### config.mk
export PLATFORM = sky130hd
export DESIGN_NAME = keyed_slot_index_allocator_top
export DESIGN_NICKNAME = d
export VERILOG_FILES = /design/src/rtl/ksia_pkg.sv /design/src/rtl/keyed_slot_index_allocator_top.sv
export SDC_FILE = /design/constraint.sdc
export NUM_CORES = 1
export LEC_CHECK = 0
export BUFFER_PORTS_ARGS = -buffer_cell sky130_fd_sc_hd__buf_2
export CORE_AREA = 2 2 212 266
export CTS_CLUSTER_DIAMETER = 100
export DETAILED_ROUTE_END_ITERATION = 8
export DIE_AREA = 0 0 214 268
export PLACE_DENSITY_LB_ADDON = 0.25
export SLEW_MARGIN = 20
export SYNTH_ARGS = -nofsm -noshare
export SYNTH_HDL_FRONTEND = slang
export SYNTH_SLANG_ARGS = --single-unit
### constraint.sdc
create_clock -name i_clk -period 4.1 [get_ports i_clk]
set_input_delay 0.82 -clock i_clk [delete_from_list [all_inputs] [get_ports i_clk]]
set_output_delay 0.82 -clock i_clk [all_outputs]
set_load 0.05 [all_outputs]
### src/rtl/ksia_pkg.sv
// shared types and constants for the keyed slot index allocator
`timescale 1ns / 1ps
package ksia_pkg;
    localparam int MAX_SLOTS = 16;
    localparam int KEY_WIDTH = 32;
    localparam int IDX_W = $clog2(MAX_SLOTS);
    localparam int CNT_W = $clog2(MAX_SLOTS + 1);

    typedef logic [KEY_WIDTH-1:0] t_key;
    typedef logic [IDX_W-1:0]     t_idx;
    typedef logic [CNT_W-1:0]     t_cnt;

    typedef enum logic [1:0] {
        CMD_CLONE  = 2'd0,
        CMD_REMOVE = 2'd1,
        CMD_SELECT = 2'd2,
        CMD_NONE   = 2'd3
    } t_cmd;

    typedef enum logic [2:0] {
        ST_OK        = 3'd0,
        ST_SRC_MISS  = 3'd1,
        ST_TGT_EXIST = 3'd2,
        ST_KEY_MISS  = 3'd3,
        ST_INIT_REM  = 3'd4,
        ST_FULL      = 3'd5
    } t_status;

    typedef enum logic [2:0] {
        ACT_NONE      = 3'd0,
        ACT_EXTEND    = 3'd1,
        ACT_RECYCLE   = 3'd2,
        ACT_OVERWRITE = 3'd3,
        ACT_DELETE    = 3'd4,
        ACT_REDUCE    = 3'd5
    } t_action;

    typedef enum logic [2:0] {
        S_IDLE,
        S_SRC_SCAN,
        S_TGT_SCAN,
        S_EXEC,
        S_SHRINK,
        S_OUT
    } t_state;
endpackage

### src/rtl/keyed_slot_index_allocator_top.sv
// keyed slot index allocator: key table in a synchronous memory, scanned per command
//
// Input channel: i_valid/o_stall with command, key, source key and overwrite flag.
// Output channel: o_valid/i_stall, one result beat per accepted command.
// Configuration: i_cfg_we with i_cfg_wdata rekeys slot zero; write only when idle.
// One command is handled at a time. A key lookup reads the key memory one slot per
// cycle and stops at the first hit. A clone runs a source lookup, then a target
// lookup; a remove that frees the top slot then shrinks past the unused slots below
// it; a CMD_NONE goes straight to the result. A stalled receiver holds the result.
// The result stays in an output register; o_stall is high from acceptance until the
// result has been taken, so a stalled receiver holds the block with the beat intact.
// Synchronous active-low reset: slot zero live with key zero, used size one,
// working slot zero selected. Slot zero's key comes from the initial key register,
// stale memory entries are masked by live bits.
`timescale 1ns / 1ps
module keyed_slot_index_allocator_top (
    input  logic                    i_clk,
    input  logic                    i_rst_n,
    input  logic                    i_cfg_we,
    input  ksia_pkg::t_key          i_cfg_wdata,
    input  logic                    i_valid,
    output logic                    o_stall,
    input  logic [1:0]              i_command,
    input  ksia_pkg::t_key          i_key,
    input  ksia_pkg::t_key          i_source_key,
    input  logic                    i_may_overwrite,
    output logic                    o_valid,
    input  logic                    i_stall,
    output logic [2:0]              o_status,
    output logic [2:0]              o_action,
    output ksia_pkg::t_idx          o_slot_index,
    output ksia_pkg::t_idx          o_source_index,
    output ksia_pkg::t_cnt          o_reduce_count,
    output ksia_pkg::t_cnt          o_used_size,
    output ksia_pkg::t_idx          o_working_index,
    output logic                    o_working_valid
);
    import ksia_pkg::*;

    t_key mem [MAX_SLOTS];
    t_key r_rdata;

    t_state r_state, n_state;
    t_cmd   r_cmd;
    t_key   r_key, r_src, r_init;
    logic   r_ow;
    logic [MAX_SLOTS-1:0] r_live, n_live, r_unused, n_unused;
    t_cnt   r_used, n_used;
    t_idx   r_wslot, n_wslot;
    logic   r_wset, n_wset;
    t_cnt   r_ptr, n_ptr;      // scan address
    logic   r_rd_ok, n_rd_ok;  // read data belongs to r_ptr - 1
    t_idx   r_hit, n_hit;
    logic   r_found, n_found;
    t_idx   r_sidx, n_sidx;
    t_idx   r_slot, n_slot;
    t_cnt   r_red, n_red;
    t_status r_st, n_st;
    t_action r_act, n_act;
    logic   r_ov, n_ov;

    logic   mem_we;
    t_idx   mem_waddr;
    t_key   mem_wdata;
    t_idx   rd_addr;
    t_idx   prev_idx;
    t_key   cmp_key;
    t_key   scan_key;
    logic   free_any;
    t_idx   free_idx;

    assign rd_addr  = r_ptr[IDX_W-1:0];
    assign prev_idx = t_idx'(r_ptr - t_cnt'(1));
    assign cmp_key  = (r_state == S_SRC_SCAN) ? r_src : r_key;
    assign scan_key = (prev_idx == '0) ? r_init : r_rdata;

    always_comb begin
        free_any = 1'b0;
        free_idx = '0;
        for (int i = MAX_SLOTS - 1; i >= 0; i--) begin
            if (r_unused[i]) begin
                free_any = 1'b1;
                free_idx = t_idx'(i);
            end
        end
    end

    always_ff @(posedge i_clk) begin
        if (mem_we) begin
            mem[mem_waddr] <= mem_wdata;
        end
        r_rdata <= mem[rd_addr];
    end

    always_ff @(posedge i_clk) begin
        if (!i_rst_n) begin
            r_state <= S_IDLE;
            r_live  <= {{(MAX_SLOTS-1){1'b0}}, 1'b1};
            r_unused <= '0;
            r_used  <= t_cnt'(1);
            r_wslot <= '0;
            r_wset  <= 1'b1;
            r_init  <= '0;
            r_ov    <= 1'b0;
            r_rd_ok <= 1'b0;
        end else begin
            r_state <= n_state;
            r_live  <= n_live;
            r_unused <= n_unused;
            r_used  <= n_used;
            r_wslot <= n_wslot;
            r_wset  <= n_wset;
            r_ov    <= n_ov;
            r_rd_ok <= n_rd_ok;
            if (i_cfg_we) begin
                r_init <= i_cfg_wdata;
            end
        end
    end

    always_ff @(posedge i_clk) begin
        if (r_state == S_IDLE && i_valid) begin
            r_cmd <= t_cmd'(i_command);
            r_key <= i_key;
            r_src <= i_source_key;
            r_ow  <= i_may_overwrite;
        end
        r_ptr   <= n_ptr;
        r_hit   <= n_hit;
        r_found <= n_found;
        r_sidx  <= n_sidx;
        r_slot  <= n_slot;
        r_red   <= n_red;
        r_st    <= n_st;
        r_act   <= n_act;
    end

    always_comb begin
        n_state  = r_state;
        n_live   = r_live;
        n_unused = r_unused;
        n_used   = r_used;
        n_wslot  = r_wslot;
        n_wset   = r_wset;
        n_ptr    = r_ptr;
        n_rd_ok  = 1'b0;
        n_hit    = r_hit;
        n_found  = r_found;
        n_sidx   = r_sidx;
        n_slot   = r_slot;
        n_red    = r_red;
        n_st     = r_st;
        n_act    = r_act;
        n_ov     = r_ov;
        mem_we   = 1'b0;
        mem_waddr = '0;
        mem_wdata = r_key;
        if (i_cfg_we) begin
            mem_we    = 1'b1;
            mem_waddr = '0;
            mem_wdata = i_cfg_wdata;
        end
        unique case (r_state)
            S_IDLE: begin
                if (i_valid) begin
                    n_ptr   = '0;
                    n_found = 1'b0;
                    n_hit   = '0;
                    n_sidx  = '0;
                    n_slot  = '0;
                    n_red   = '0;
                    n_st    = ST_OK;
                    n_act   = ACT_NONE;
                    if (t_cmd'(i_command) == CMD_CLONE) begin
                        n_state = S_SRC_SCAN;
                    end else if (t_cmd'(i_command) == CMD_NONE) begin
                        n_state = S_OUT;
                        n_ov    = 1'b1;
                    end else begin
                        n_state = S_TGT_SCAN;
                    end
                end
            end
            S_SRC_SCAN, S_TGT_SCAN: begin
                // issue address r_ptr, check data of r_ptr - 1
                if (r_rd_ok && !r_found && r_live[prev_idx] && scan_key == cmp_key) begin
                    n_found = 1'b1;
                    n_hit   = prev_idx;
                end
                if (r_ptr < r_used && !n_found) begin
                    n_ptr   = r_ptr + t_cnt'(1);
                    n_rd_ok = 1'b1;
                end else if (r_rd_ok) begin
                    n_rd_ok = 1'b0;
                end else begin
                    if (r_state == S_SRC_SCAN) begin
                        if (!n_found) begin
                            n_st    = ST_SRC_MISS;
                            n_state = S_OUT;
                            n_ov    = 1'b1;
                        end else begin
                            n_sidx  = n_hit;
                            n_ptr   = '0;
                            n_found = 1'b0;
                            n_state = S_TGT_SCAN;
                        end
                    end else begin
                        n_state = S_EXEC;
                    end
                end
            end
            S_EXEC: begin
                n_state = S_OUT;
                n_ov    = 1'b1;
                case (r_cmd)
                    CMD_CLONE: begin
                        if (r_found) begin
                            if (r_ow) begin
                                n_act  = ACT_OVERWRITE;
                                n_slot = r_hit;
                            end else begin
                                n_st = ST_TGT_EXIST;
                            end
                        end else if (free_any) begin
                            n_unused[free_idx] = 1'b0;
                            n_live[free_idx]   = 1'b1;
                            mem_we    = 1'b1;
                            mem_waddr = free_idx;
                            n_act  = ACT_RECYCLE;
                            n_slot = free_idx;
                        end else if (r_used < t_cnt'(MAX_SLOTS)) begin
                            n_live[r_used[IDX_W-1:0]] = 1'b1;
                            mem_we    = 1'b1;
                            mem_waddr = r_used[IDX_W-1:0];
                            n_used = r_used + t_cnt'(1);
                            n_act  = ACT_EXTEND;
                            n_slot = r_used[IDX_W-1:0];
                        end else begin
                            n_st = ST_FULL;
                        end
                    end
                    CMD_REMOVE: begin
                        if (r_key == r_init) begin
                            n_st = ST_INIT_REM;
                        end else if (!r_found || r_hit == '0) begin
                            n_st = ST_KEY_MISS;
                        end else begin
                            n_live[r_hit] = 1'b0;
                            n_slot = r_hit;
                            if (r_wslot == r_hit) begin
                                n_wset = 1'b0;
                            end
                            if ({1'b0, r_hit} + t_cnt'(1) == r_used) begin
                                n_act   = ACT_REDUCE;
                                n_red   = t_cnt'(1);
                                n_used  = r_used - t_cnt'(1);
                                n_state = S_SHRINK;
                                n_ov    = 1'b0;
                            end else begin
                                n_unused[r_hit] = 1'b1;
                                n_act = ACT_DELETE;
                            end
                        end
                    end
                    default: begin
                        if (!r_found) begin
                            n_st = ST_KEY_MISS;
                        end else begin
                            n_wslot = r_hit;
                            n_wset  = 1'b1;
                            n_slot  = r_hit;
                        end
                    end
                endcase
            end
            S_SHRINK: begin
                // r_used > 0 always; check slot below the top
                if (r_unused[t_idx'(r_used - t_cnt'(1))]) begin
                    n_unused[t_idx'(r_used - t_cnt'(1))] = 1'b0;
                    n_used = r_used - t_cnt'(1);
                    n_red  = r_red + t_cnt'(1);
                end else begin
                    n_state = S_OUT;
                    n_ov    = 1'b1;
                end
            end
            S_OUT: begin
                if (!i_stall) begin
                    n_ov    = 1'b0;
                    n_state = S_IDLE;
                end
            end
            default: n_state = S_IDLE;
        endcase
    end

    assign o_stall         = (r_state != S_IDLE);
    assign o_valid         = r_ov;
    assign o_status        = r_st;
    assign o_action        = r_act;
    assign o_slot_index    = r_slot;
    assign o_source_index  = r_sidx;
    assign o_reduce_count  = r_red;
    assign o_used_size     = r_used;
    assign o_working_index = r_wslot;
    assign o_working_valid = r_wset;

    a_slot0_live: assert property (@(posedge i_clk) disable iff (!i_rst_n) r_live[0])
        else $error("slot zero not live");
    a_used_range: assert property (@(posedge i_clk) disable iff (!i_rst_n)
        r_used >= t_cnt'(1) && r_used <= t_cnt'(MAX_SLOTS))
        else $error("used size out of range");
    a_valid_out: assert property (@(posedge i_clk) disable iff (!i_rst_n)
        r_ov |-> r_state == S_OUT)
        else $error("result valid outside output state");
    a_unused_dead: assert property (@(posedge i_clk) disable iff (!i_rst_n)
        (r_unused & r_live) == '0)
        else $error("unused slot still live");
endmodule

==> reports/metrics.cfg, run 1 <==
[status]
status = completed

[clocking]
root_buffer = clkbuf_16
count_of_h_tree_levels_built_during_cts = 3
post-cts-setup-buffer-count = 0
insertion_delay_ns = 0.62
clockBufferDepth = 3
clkSlewWorstSetupHoldPaths_ns = 0.06
cts_sinks = 719
cts_hold_buf = 0
num_cts_buffers = 70
clock_tree_from_tritoncts = yes

[floorplanning]
floorplan.core_area_um2 = 54700
floorplan.rows = 96
die_y_um = 268
dieArea_um2 = 57400
design.portCount = 135
fp.dieW_um = 214
initial_utilization_pct = 54.4

[placed_design]
gp_congestion = 0.942
numPortBuffers = 134
place_hpwl_um = 47600
post-place-ws_ns = 0.318
placedCellCount = 2673

[drt]
1st_pass_router_iterations = 7
remaining_drc_errors = 0
viasPerCell = 6.22
iter_0_drt_violations = 1855
wire_per_inst_um = 27.7
total_wire_length_um = 77700
routed-via-count = 17400
ant_nets = 0

[global_route]
grt_first_pass_wirelength_um = 114000
grt_usage_pct = 27.3
initial_antenna_violation_count = 1
grt_pass1_vias = 17500
grt_start_max_net_pins = 132
grt_remaining_overflow = 0

[setup_path]
timing_worst_setup_path_type = flip-flop to flip-flop
cpMostUsedCell = buf_4
worstSetupEndpointType = flip-flop
worstPathBufferInverterCount = 4
crit_slowest_cell = edfxtp_1
rr_worst_depth = 14
worstReg2RegStart = r_ptr[1]$_SDFFCE_PN0P_
top_cell_family_by_delay_on_the_critical_path = buffers and inverters
worst_path_required_ns = 4.41
path_depth = 14
worstSetupStartpointType = flip-flop
cells_traversed_along_the_worst_timing_path = inv_1 > ha_1 > and4b_1 > a31oi_4 > buf_12 > buf_4 > mux2i_1 > xnor2_1 > nand4_1 > nor4_2 > nand3_1 > buf_4 > a31oi_1 > a211o_1
worst-endpoint-arrival_ns = 4.03
worstSetupStartpoint = r_ptr[1]$_SDFFCE_PN0P_
critical_path.max_fanout = 26
timing.critical_path.slowest_cell_delay_ns = 0.46

[timing]
setup_tns_final_ns = 0
rsz0062_at_grt = no
slew_viol_final = 0
holdWs_ns = 0.379
max_clock_freq_ghz = 0.269
final-hold-violation-count = 0
setup_violations = 0
final_critical_path_setup_slack_ns = 0.382
worst_pin_slew_ns = 1.10
period_share_pct = 90.7
slew_headroom_pct = 26.7
final.setup_skew_ns = 0.0263
fin_crit_ns = 3.72

[hold_path]
min_delay_path_depth = 1
worstHoldPathType = input pin to flip-flop
hp-start = i_key[9]

[yosys]
synth_seq_area_share_pct = 68.8
syn_area_um2 = 29700
synth_commonest_cells = edfxtp_1, mux4_2, dfxtp_1
synth_top_area_share_pct = 61.4
synth.area.top_cells = edfxtp_1, mux4_2, dfxtp_1
synthFlopType = edfxtp_1
post_synth_num_cell_types = 61
post_synth.cell_area_avg_um2 = 16.5
synthesis.instances = 1805
ys_warn_count = 0
synth_largest_area_cell = edfxtp_1
synth_seq_cells = 719
postSynth.asyncResetShare_pct = 0
syn_nets = 1928
count_of_flip_flops_with_a_built_in_enable_after_synthesis = 608
yosys.cell_count.top_type = edfxtp_1

[power_and_ir_drop]
power_switching_share_pct = 30.7
net_switching_power_mw = 6.72
sequential_group_share_of_total_power_pct = 42.4
cellLeakagePower_nw = 11.6
internal_power_mw = 15.2
clock_power_share_pct = 29.6
combinationalPowerShare_pct = 28.0
powerDensity_nw_per_um2 = 639
vdd_drop_max_mv = 0.571

[layout]
nNetsFinal = 2133
filler_cell_count = 3856
drive_gt1_share_pct = 25.8
utilization_pct = 62.8
post_layout_nonfiller_instances = 2801
num_antenna_cells = 0
layout-area-overhead-vs-synth_pct = 15.3

[run]
maxCapViolations = 0

worst paths after layout:
check                                  to  slack, ns
min reg2reg  o_working_valid$_SDFFE_PN1P_       0.48
min                    r_key[9]$_DFFE_PP_       0.38
max reg2reg        r_ptr[0]$_SDFFCE_PN0P_       0.38
max                r_ptr[0]$_SDFFCE_PN0P_       0.38
registers in the layout, indices dropped and copies added, names as in the netlist, 2 cells and up:
| name | cells |
|---|---|
| o_action | 3 |
| r_src | 32 |
| r_hit | 4 |
| r_key | 32 |
| r_cmd | 2 |
| r_ptr | 5 |
| o_source_index | 4 |
| r_rdata | 32 |
| r_init | 32 |
| r_unused | 16 |
| o_reduce_count | 5 |
| o_slot_index | 4 |
| o_used_size | 5 |
| o_working_index | 4 |
| r_live | 16 |
| mem | 512 |
| r_state | 3 |
| o_status | 3 |
power by group through the flow:
stage                     logic, mW  registers, mW  clock network [mW]
after floorplan                4.31           9.42                   0
after global placement         6.06           9.42                   0
after detailed placement       6.13           9.43                   0
after CTS                      6.18           9.28                6.55
after global routing           6.57           9.31                6.81
final                          6.14           9.29                6.47
worst register-to-register path: stages, from the launching register on:
cell	delay, ns
edfxtp_1	0.46
inv_1	0.10
ha_1	0.23
and4b_1	0.22
a31oi_4	0.22
buf_12	0.26
buf_4	0.22
mux2i_1	0.23
xnor2_1	0.15
nand4_1	0.12
nor4_2	0.23
nand3_1	0.26
buf_4	0.27
a31oi_1	0.18
a211o_1	0.26
kinds of logic (layout without fill, tap and decap cells):
group	count (synthesis)	in the layout	synth area share, %
DFF	719	719	68.8
and+or+nand+nor	335	335	5.31
AOI/OAI and AO/OA	258	258	5.32
muxes	237	237	15.1
buffers and inverters	147	408	1.95
xor gates and xnor gates	90	90	2.65
adders and majority gates	19	19	0.799
layout make-up:
cell class / instances / area (um^2) / share of cell area (%)
multi-input cells: 939 / 8830 / 25.7
clock buffers: 98 / 2000 / 5.83
flip-flops and latches: 719 / 20500 / 59.7
inverters: 57 / 214 / 0.624
repair buffers: 223 / 1570 / 4.57
well taps: 735 / 920 / 2.68
clock inverters: 30 / 288 / 0.839
placed cells by master (no fill, tap or decap), drive strengths merged, types with 8 or more instances in the layout:
cell type / netlist / final
edfxtp: 608 / 608
buf: 37 / 223
mux4: 170 / 170
dfxtp: 111 / 111
nor2: 109 / 109
clkbuf: 53 / 98
nand2: 92 / 92
a21oi: 88 / 88
o21ai: 82 / 82
xnor2: 78 / 78
mux2i: 67 / 67
inv: 57 / 65
nand2b: 39 / 39
nand3: 23 / 23
nand4: 20 / 20
ha: 19 / 19
o221ai: 16 / 16
nor3: 15 / 15
clkinv: 0 / 13
xor2: 12 / 12
o211ai: 11 / 11
a31oi: 9 / 9
o31ai: 8 / 8
nor4: 8 / 8
timing repair:
| action | 4_1_cts | 5_1_grt |
|---|---|---|
| gates resized for setup | 0 | 2 |
| endpoints found under the hold margin | 0 | 0 |
| setup endpoints to repair | 0 | 7 |
routing by layer:
metal / GRT usage (%) / part of all wire [%] / wire, um
met2: 46.9 / 51 / 39300
met5: 0 / 0.017 / 13
met4: 11.5 / 3.7 / 2890
met3: 4.12 / 7.1 / 5530
met1: 35.1 / 39 / 30000
per-stage QoR:
stage	area (um^2)	total power, mW
finish	34300	21.9
global route	34300	22.7
CTS	34300	22.0
detailed placement	32000	15.6
global placement	32000	15.5
floorplan	29700	13.7
(Power assumes the default switching activity.)
==> inputs of run 2 (changes only) <==
Settings changed: CELL_PAD_IN_SITES_DETAIL_PLACEMENT set to 1, CELL_PAD_IN_SITES_GLOBAL_PLACEMENT set to 1, CORE_AREA 2 2 212 266 to 2 2 226 284, DIE_AREA 0 0 214 268 to 0 0 228 286.
==> reports/metrics.cfg, run 2 (same netlist as run 1, synthesis figures left out) <==
[floorplanning]
floorplan.rows = 103  ; +7.3%
die_y_um = 286  ; +6.7%
fp.dieW_um = 228  ; +6.5%
initial_utilization_pct = 47.5  ; -6.9 points
design.portCount = 135  ; unchanged
floorplan.core_area_um2 = 62600  ; +15%
dieArea_um2 = 65200  ; +14%

[placed_design]
place_hpwl_um = 54700  ; +15%
numPortBuffers = 134  ; unchanged
gp_congestion = 0.944  ; +0.23%

[setup_path]
worstSetupStartpointType = flip-flop
cpMostUsedCell = buf_4
worst_path_required_ns = 4.41  ; about the same
timing_worst_setup_path_type = flip-flop to flip-flop
worstPathBufferInverterCount = 3  ; -1
top_cell_family_by_delay_on_the_critical_path = simple AND/OR/NAND/NOR gates
critical_path.max_fanout = 32  ; +23%
timing.critical_path.slowest_cell_delay_ns = 0.48  ; +0.02 ns
cells_traversed_along_the_worst_timing_path = buf_4 > ha_1 > and4b_1 > a31oi_4 > buf_12 > mux2i_1 > xnor2_1 > nand4_1 > nor4_2 > nand3_1 > buf_4 > a31oi_1 > a211o_1
worstSetupEndpointType = flip-flop
crit_slowest_cell = edfxtp_1
worst-endpoint-arrival_ns = 4.28  ; +0.25 ns

[timing]
setup_violations = 0  ; unchanged
period_share_pct = 96.6  ; +6.0 points
fin_crit_ns = 3.96  ; +0.244 ns
slew_headroom_pct = 32.1  ; +5.4 points
slew_viol_final = 0  ; unchanged
setup_tns_final_ns = 0  ; unchanged
worst_pin_slew_ns = 1.02  ; -0.0795 ns
max_clock_freq_ghz = 0.252  ; -6.2%
final-hold-violation-count = 0  ; unchanged
rsz0062_at_grt = no
final.setup_skew_ns = 0.0207  ; -0.00561 ns

[global_route]
initial_antenna_violation_count = 0  ; -1
grt_usage_pct = 26.4  ; -0.96 points
grt_remaining_overflow = 0  ; unchanged
grt_pass1_vias = 18600  ; +6.1%
grt_start_max_net_pins = 65  ; -51%
grt_first_pass_wirelength_um = 126000  ; +10%

[power_and_ir_drop]
clock_power_share_pct = 29.1  ; -0.5 points
total_power_mw = 21.9  ; +0.16%
internal_power_mw = 15.1  ; -0.72%
net_switching_power_mw = 6.87  ; +2.2%
power_switching_share_pct = 31.3  ; +0.61 points
powerDensity_nw_per_um2 = 637  ; -0.29%
combinationalPowerShare_pct = 28.4  ; +0.4 points
vdd_drop_max_mv = 0.391  ; -31%
sequential_group_share_of_total_power_pct = 42.5  ; about the same
cellLeakagePower_nw = 11.6  ; +0.26%

[clocking]
clock_tree_from_tritoncts = yes
cts_sinks = 719  ; unchanged
root_buffer = clkbuf_16
num_cts_buffers = 73  ; +4.3%
clockBufferDepth = 3  ; unchanged
clkSlewWorstSetupHoldPaths_ns = 0.06  ; about the same
count_of_h_tree_levels_built_during_cts = 3  ; unchanged
insertion_delay_ns = 0.62  ; about the same

[status]
status = completed

[layout]
filler_cell_count = 5929  ; +54%
num_antenna_cells = 0  ; unchanged
final_cell_mix = edfxtp_1, mux4_2, buf_2
mostFrequentLayoutCell = edfxtp_1
nNetsFinal = 2144  ; +0.52%
layout-area-overhead-vs-synth_pct = 15.8
flip_flop_count_of_the_largest_register_all_copies_and_words_added = 512  ; unchanged
register_with_the_most_flip_flops = mem
drive_gt1_share_pct = 25.7  ; about the same

[drt]
remaining_drc_errors = 0  ; unchanged
total_wire_length_um = 84600  ; +8.8%
viasPerCell = 5.94  ; -4.4%
1st_pass_router_iterations = 5  ; -2
iter_0_drt_violations = 1567  ; -16%
wire_per_inst_um = 28.9  ; +4.3%
routed-via-count = 17400  ; -0.23%
ant_nets = 0  ; unchanged

[hold_path]
worstHoldPathType = input pin to flip-flop

[run]
maxCapViolations = 0  ; unchanged

-- run 2: changes by cell type in the layout (fill, tap and decap cells not counted), sizes merged --
| cell | delta |
|---|---|
| inv | -2 |
| buf | +8 |
| bufinv | -1 |
| clkinvlp | -3 |
| clkinv | +17 |
| clkbuf | -3 |
-- run 2: stage by stage --
step / hold slack (ns) / setup WS [ns] / utilization [%] / instance area [um^2] / instances
6_report: 0.373 / 0.138 / 55.0 / 34500 / 2922
5_1_grt: 0.365 / 0.00333 / 55.0 / 34500 / 2922
4_1_cts: 0.342 / 0.0207 / 54.9 / 34400 / 2919
3_5_place_dp: 0.444 / 0.0843 / 51.3 / 32100 / 2783
3_3_place_gp: 0.443 / 0.293 / 51.3 / 32100 / 2783
2_1_floorplan: 0.410 / 0.230 / - / 29700 / 1805
-- run 2: path summary, 6_finish.rpt --
path / from / to / slack (ns) / cells after the start
max: r_ptr[0]$_SDFFCE_PN0P_ / r_ptr[2]$_SDFFCE_PN0P_ / 0.14 / 13
min: i_source_key[12] / r_src[12]$_DFFE_PP_ / 0.37 / 1
max reg2reg: r_ptr[0]$_SDFFCE_PN0P_ / r_ptr[2]$_SDFFCE_PN0P_ / 0.14 / 13
min reg2reg: r_live[0]$_SDFFE_PN1P_ / r_live[0]$_SDFFE_PN1P_ / 0.45 / 1
-- run 2: area by class of cell --
type	instances	area (um^2)	area share (%)
Tap cell	840	1050	3.05
Clock buffer	95	1940	5.63
Inverter	57	214	0.621
Multi-Input combinational cell	939	8830	25.6
Timing Repair Buffer	231	1610	4.68
Sequential cell	719	20500	59.4
Clock inverter	41	323	0.937
-- run 2: routing by layer --
layer	wire length (um)	GRT usage, %	part of all wire (%)
met1	33800	33.9	40
met2	43600	45.9	52
met3	4000	3.22	4.7
met4	3140	10.4	3.7
met5	0	0	0
-- run 2: what timing repair did --
item,CTS,global route
endpoints found under the setup margin,0,12
setup buffers,0,3
gates resized for setup,0,2
hold buffers,0,0
-- run 2: power groups by stage --
| stage | Sequential (mW) | Combinational, mW | Clock [mW] |
|---|---|---|---|
| 5_1_grt | 9.35 | 6.67 | 6.75 |
| 3_5_place_dp | 9.46 | 6.23 | 0 |
| 3_3_place_gp | 9.45 | 6.08 | 0 |
| 6_report | 9.31 | 6.23 | 6.39 |
| 4_1_cts | 9.32 | 6.28 | 6.50 |
| 2_1_floorplan | 9.42 | 4.31 | 0 |
==> inputs of run 3 (changes only) <==
Clock period 4.1 ns to 3.28 ns, I/O delays scaled along.
==> reports/metrics.cfg, run 3 (same netlist as run 1, synthesis figures left out) <==
[status]
status = finished with violations
violations = negative setup slack

[floorplanning]
design.portCount = 135  ; unchanged
die_y_um = 286  ; unchanged
initial_utilization_pct = 47.5  ; unchanged
floorplan.rows = 103  ; unchanged
fp.dieW_um = 228  ; unchanged
dieArea_um2 = 65200  ; unchanged
floorplan.core_area_um2 = 62600  ; unchanged

[layout]
utilization_pct = 57.4  ; +2.4 points
mostFrequentLayoutCell = edfxtp_1
post_layout_nonfiller_instances = 3015  ; +3.2%
drive_gt1_share_pct = 30.9  ; +5.2 points
num_antenna_cells = 0  ; unchanged
nNetsFinal = 2237  ; +4.3%
final_cell_mix = edfxtp_1, mux4_2, buf_4
register_with_the_most_flip_flops = mem
flip_flop_count_of_the_largest_register_all_copies_and_words_added = 512  ; unchanged
layout-area-overhead-vs-synth_pct = 20.9

[placed_design]
gp_congestion = 0.943  ; -0.12%
numPortBuffers = 134  ; unchanged
post-place-ws_ns = -0.303  ; -0.388 ns
placedCellCount = 2869  ; +3.1%
place_hpwl_um = 60900  ; +11%

[drt]
iter_0_drt_violations = 1822  ; +16%
routed-via-count = 18300  ; +5.6%
viasPerCell = 6.08  ; +2.3%
wire_per_inst_um = 30.5  ; +5.5%
total_wire_length_um = 92100  ; +8.8%
1st_pass_router_iterations = 5  ; unchanged
ant_nets = 0  ; unchanged
remaining_drc_errors = 0  ; unchanged

[global_route]
initial_antenna_violation_count = 1  ; +1
grt_usage_pct = 28.6  ; +2.2 points
grt_first_pass_wirelength_um = 135000  ; +7.2%
grt_remaining_overflow = 0  ; unchanged
grt_start_max_net_pins = 87  ; +34%
grt_pass1_vias = 19500  ; +5.0%

[timing]
slew_viol_final = 0  ; unchanged
slew_headroom_pct = 30.4  ; -1.7 points
worst_pin_slew_ns = 1.04  ; +0.0191 ns
final.setup_skew_ns = 0.0284  ; +0.00764 ns
fin_crit_ns = 3.51  ; -0.452 ns
rsz0062_at_grt = yes
setup_violations = 31  ; +31
period_share_pct = 107  ; +10 points
final-hold-violation-count = 0  ; unchanged
max_clock_freq_ghz = 0.285  ; +13%
final_critical_path_setup_slack_ns = -0.231  ; -0.368 ns

[setup_path]
timing_worst_setup_path_type = flip-flop to flip-flop
worstSetupStartpointType = flip-flop
critical_path.max_fanout = 6  ; -81%
worstSetupEndpointType = flip-flop
worst-endpoint-arrival_ns = 3.82  ; -0.46 ns
worst_path_required_ns = 3.59  ; -0.82 ns

[run]
maxCapViolations = 0  ; unchanged

[clocking]
root_buffer = clkbuf_16
insertion_delay_ns = 0.64  ; +0.02 ns
count_of_h_tree_levels_built_during_cts = 3  ; unchanged
clkSlewWorstSetupHoldPaths_ns = 0.06  ; about the same
num_cts_buffers = 74  ; +1.4%
clock_tree_from_tritoncts = yes
clockBufferDepth = 3  ; unchanged
cts_sinks = 719  ; unchanged

[power_and_ir_drop]
powerDensity_nw_per_um2 = 819  ; +29%
cellLeakagePower_nw = 12.3  ; +5.7%
vdd_drop_max_mv = 0.536  ; +37%
total_power_mw = 29.5  ; +34%

[hold_path]
worstHoldPathType = input pin to flip-flop

-- run 3: report_power, final --
part           leakage [nW]  internal, mW  switching [mW]
combinational          4.56          3.97            4.92
sequential             6.48          11.0           0.582
clock                  1.27          5.41            3.63
-- run 3: what timing repair did --
action                                  in CTS  in global routing
gates resized for setup                     23                 22
endpoints found under the setup margin     101                117
pin swaps                                   18                 13
buffers inserted                             8                  1
gates cloned                                 1                  0
hold buffers                                 0                  0
-- run 3: through the flow --
step | setup TNS, ns | hold slack, ns | instance area [um^2]
after global routing | -8.15 | 0.180 | 36000
after CTS | -3.66 | 0.166 | 35800
after detailed placement | -9.00 | 0.475 | 33000
after floorplan | -67.03 | 0.410 | 29900
final | -4.83 | 0.194 | 36000
after global placement | -4.26 | 0.456 | 33000
-- run 3: path summary, 6_finish.rpt --
| path | depth (start not counted) | endpoint | startpoint | slack (ns) |
|---|---|---|---|---|
| worst min register to register | 1 | r_live[0]$_SDFFE_PN1P_ | r_live[0]$_SDFFE_PN1P_ | 0.49 |
| worst max register to register | 16 | o_status[1]$_DFFE_PP_ | r_ptr[0]$_SDFFCE_PN0P_ | -0.23 |
| worst min-delay path | 1 | r_key[29]$_DFFE_PP_ | i_key[29] | 0.19 |
| worst max-delay path | 16 | o_status[1]$_DFFE_PP_ | r_ptr[0]$_SDFFCE_PN0P_ | -0.23 |
-- run 3: routing by layer --
layer	vias up	wire length, um	share of wire [%]	GRT usage (%)
met1	9676	34300	37	34.8
met4	0	4690	5.1	14.2
met5	-	0	0	0
met2	804	47600	52	49.9
met3	195	5460	5.9	4.29
li1	7664	-	-	-
-- run 3: area by class of cell --
cell class	instances	area [um^2]
repair buffers	323	2570
fillers	5742	26700
inverters	57	214
well taps	840	1050
multi-input cells	939	9030
clock buffers	96	2060
flip-flops and latches	719	20500
clock inverters	41	566
-- run 3: worst max-delay path: stages (launching register included) --
cell,delay (ns)
edfxtp_1,0.48
inv_2,0.09
ha_4,0.18
and4b_1,0.20
a31oi_4,0.22
buf_4,0.18
buf_16,0.12
buf_4,0.16
mux2i_1,0.30
xnor2_1,0.11
nand4_1,0.09
nor3_1,0.05
nand3_1,0.14
buf_6,0.18
nand2_8,0.09
a221oi_2,0.32
nor3b_4,0.29
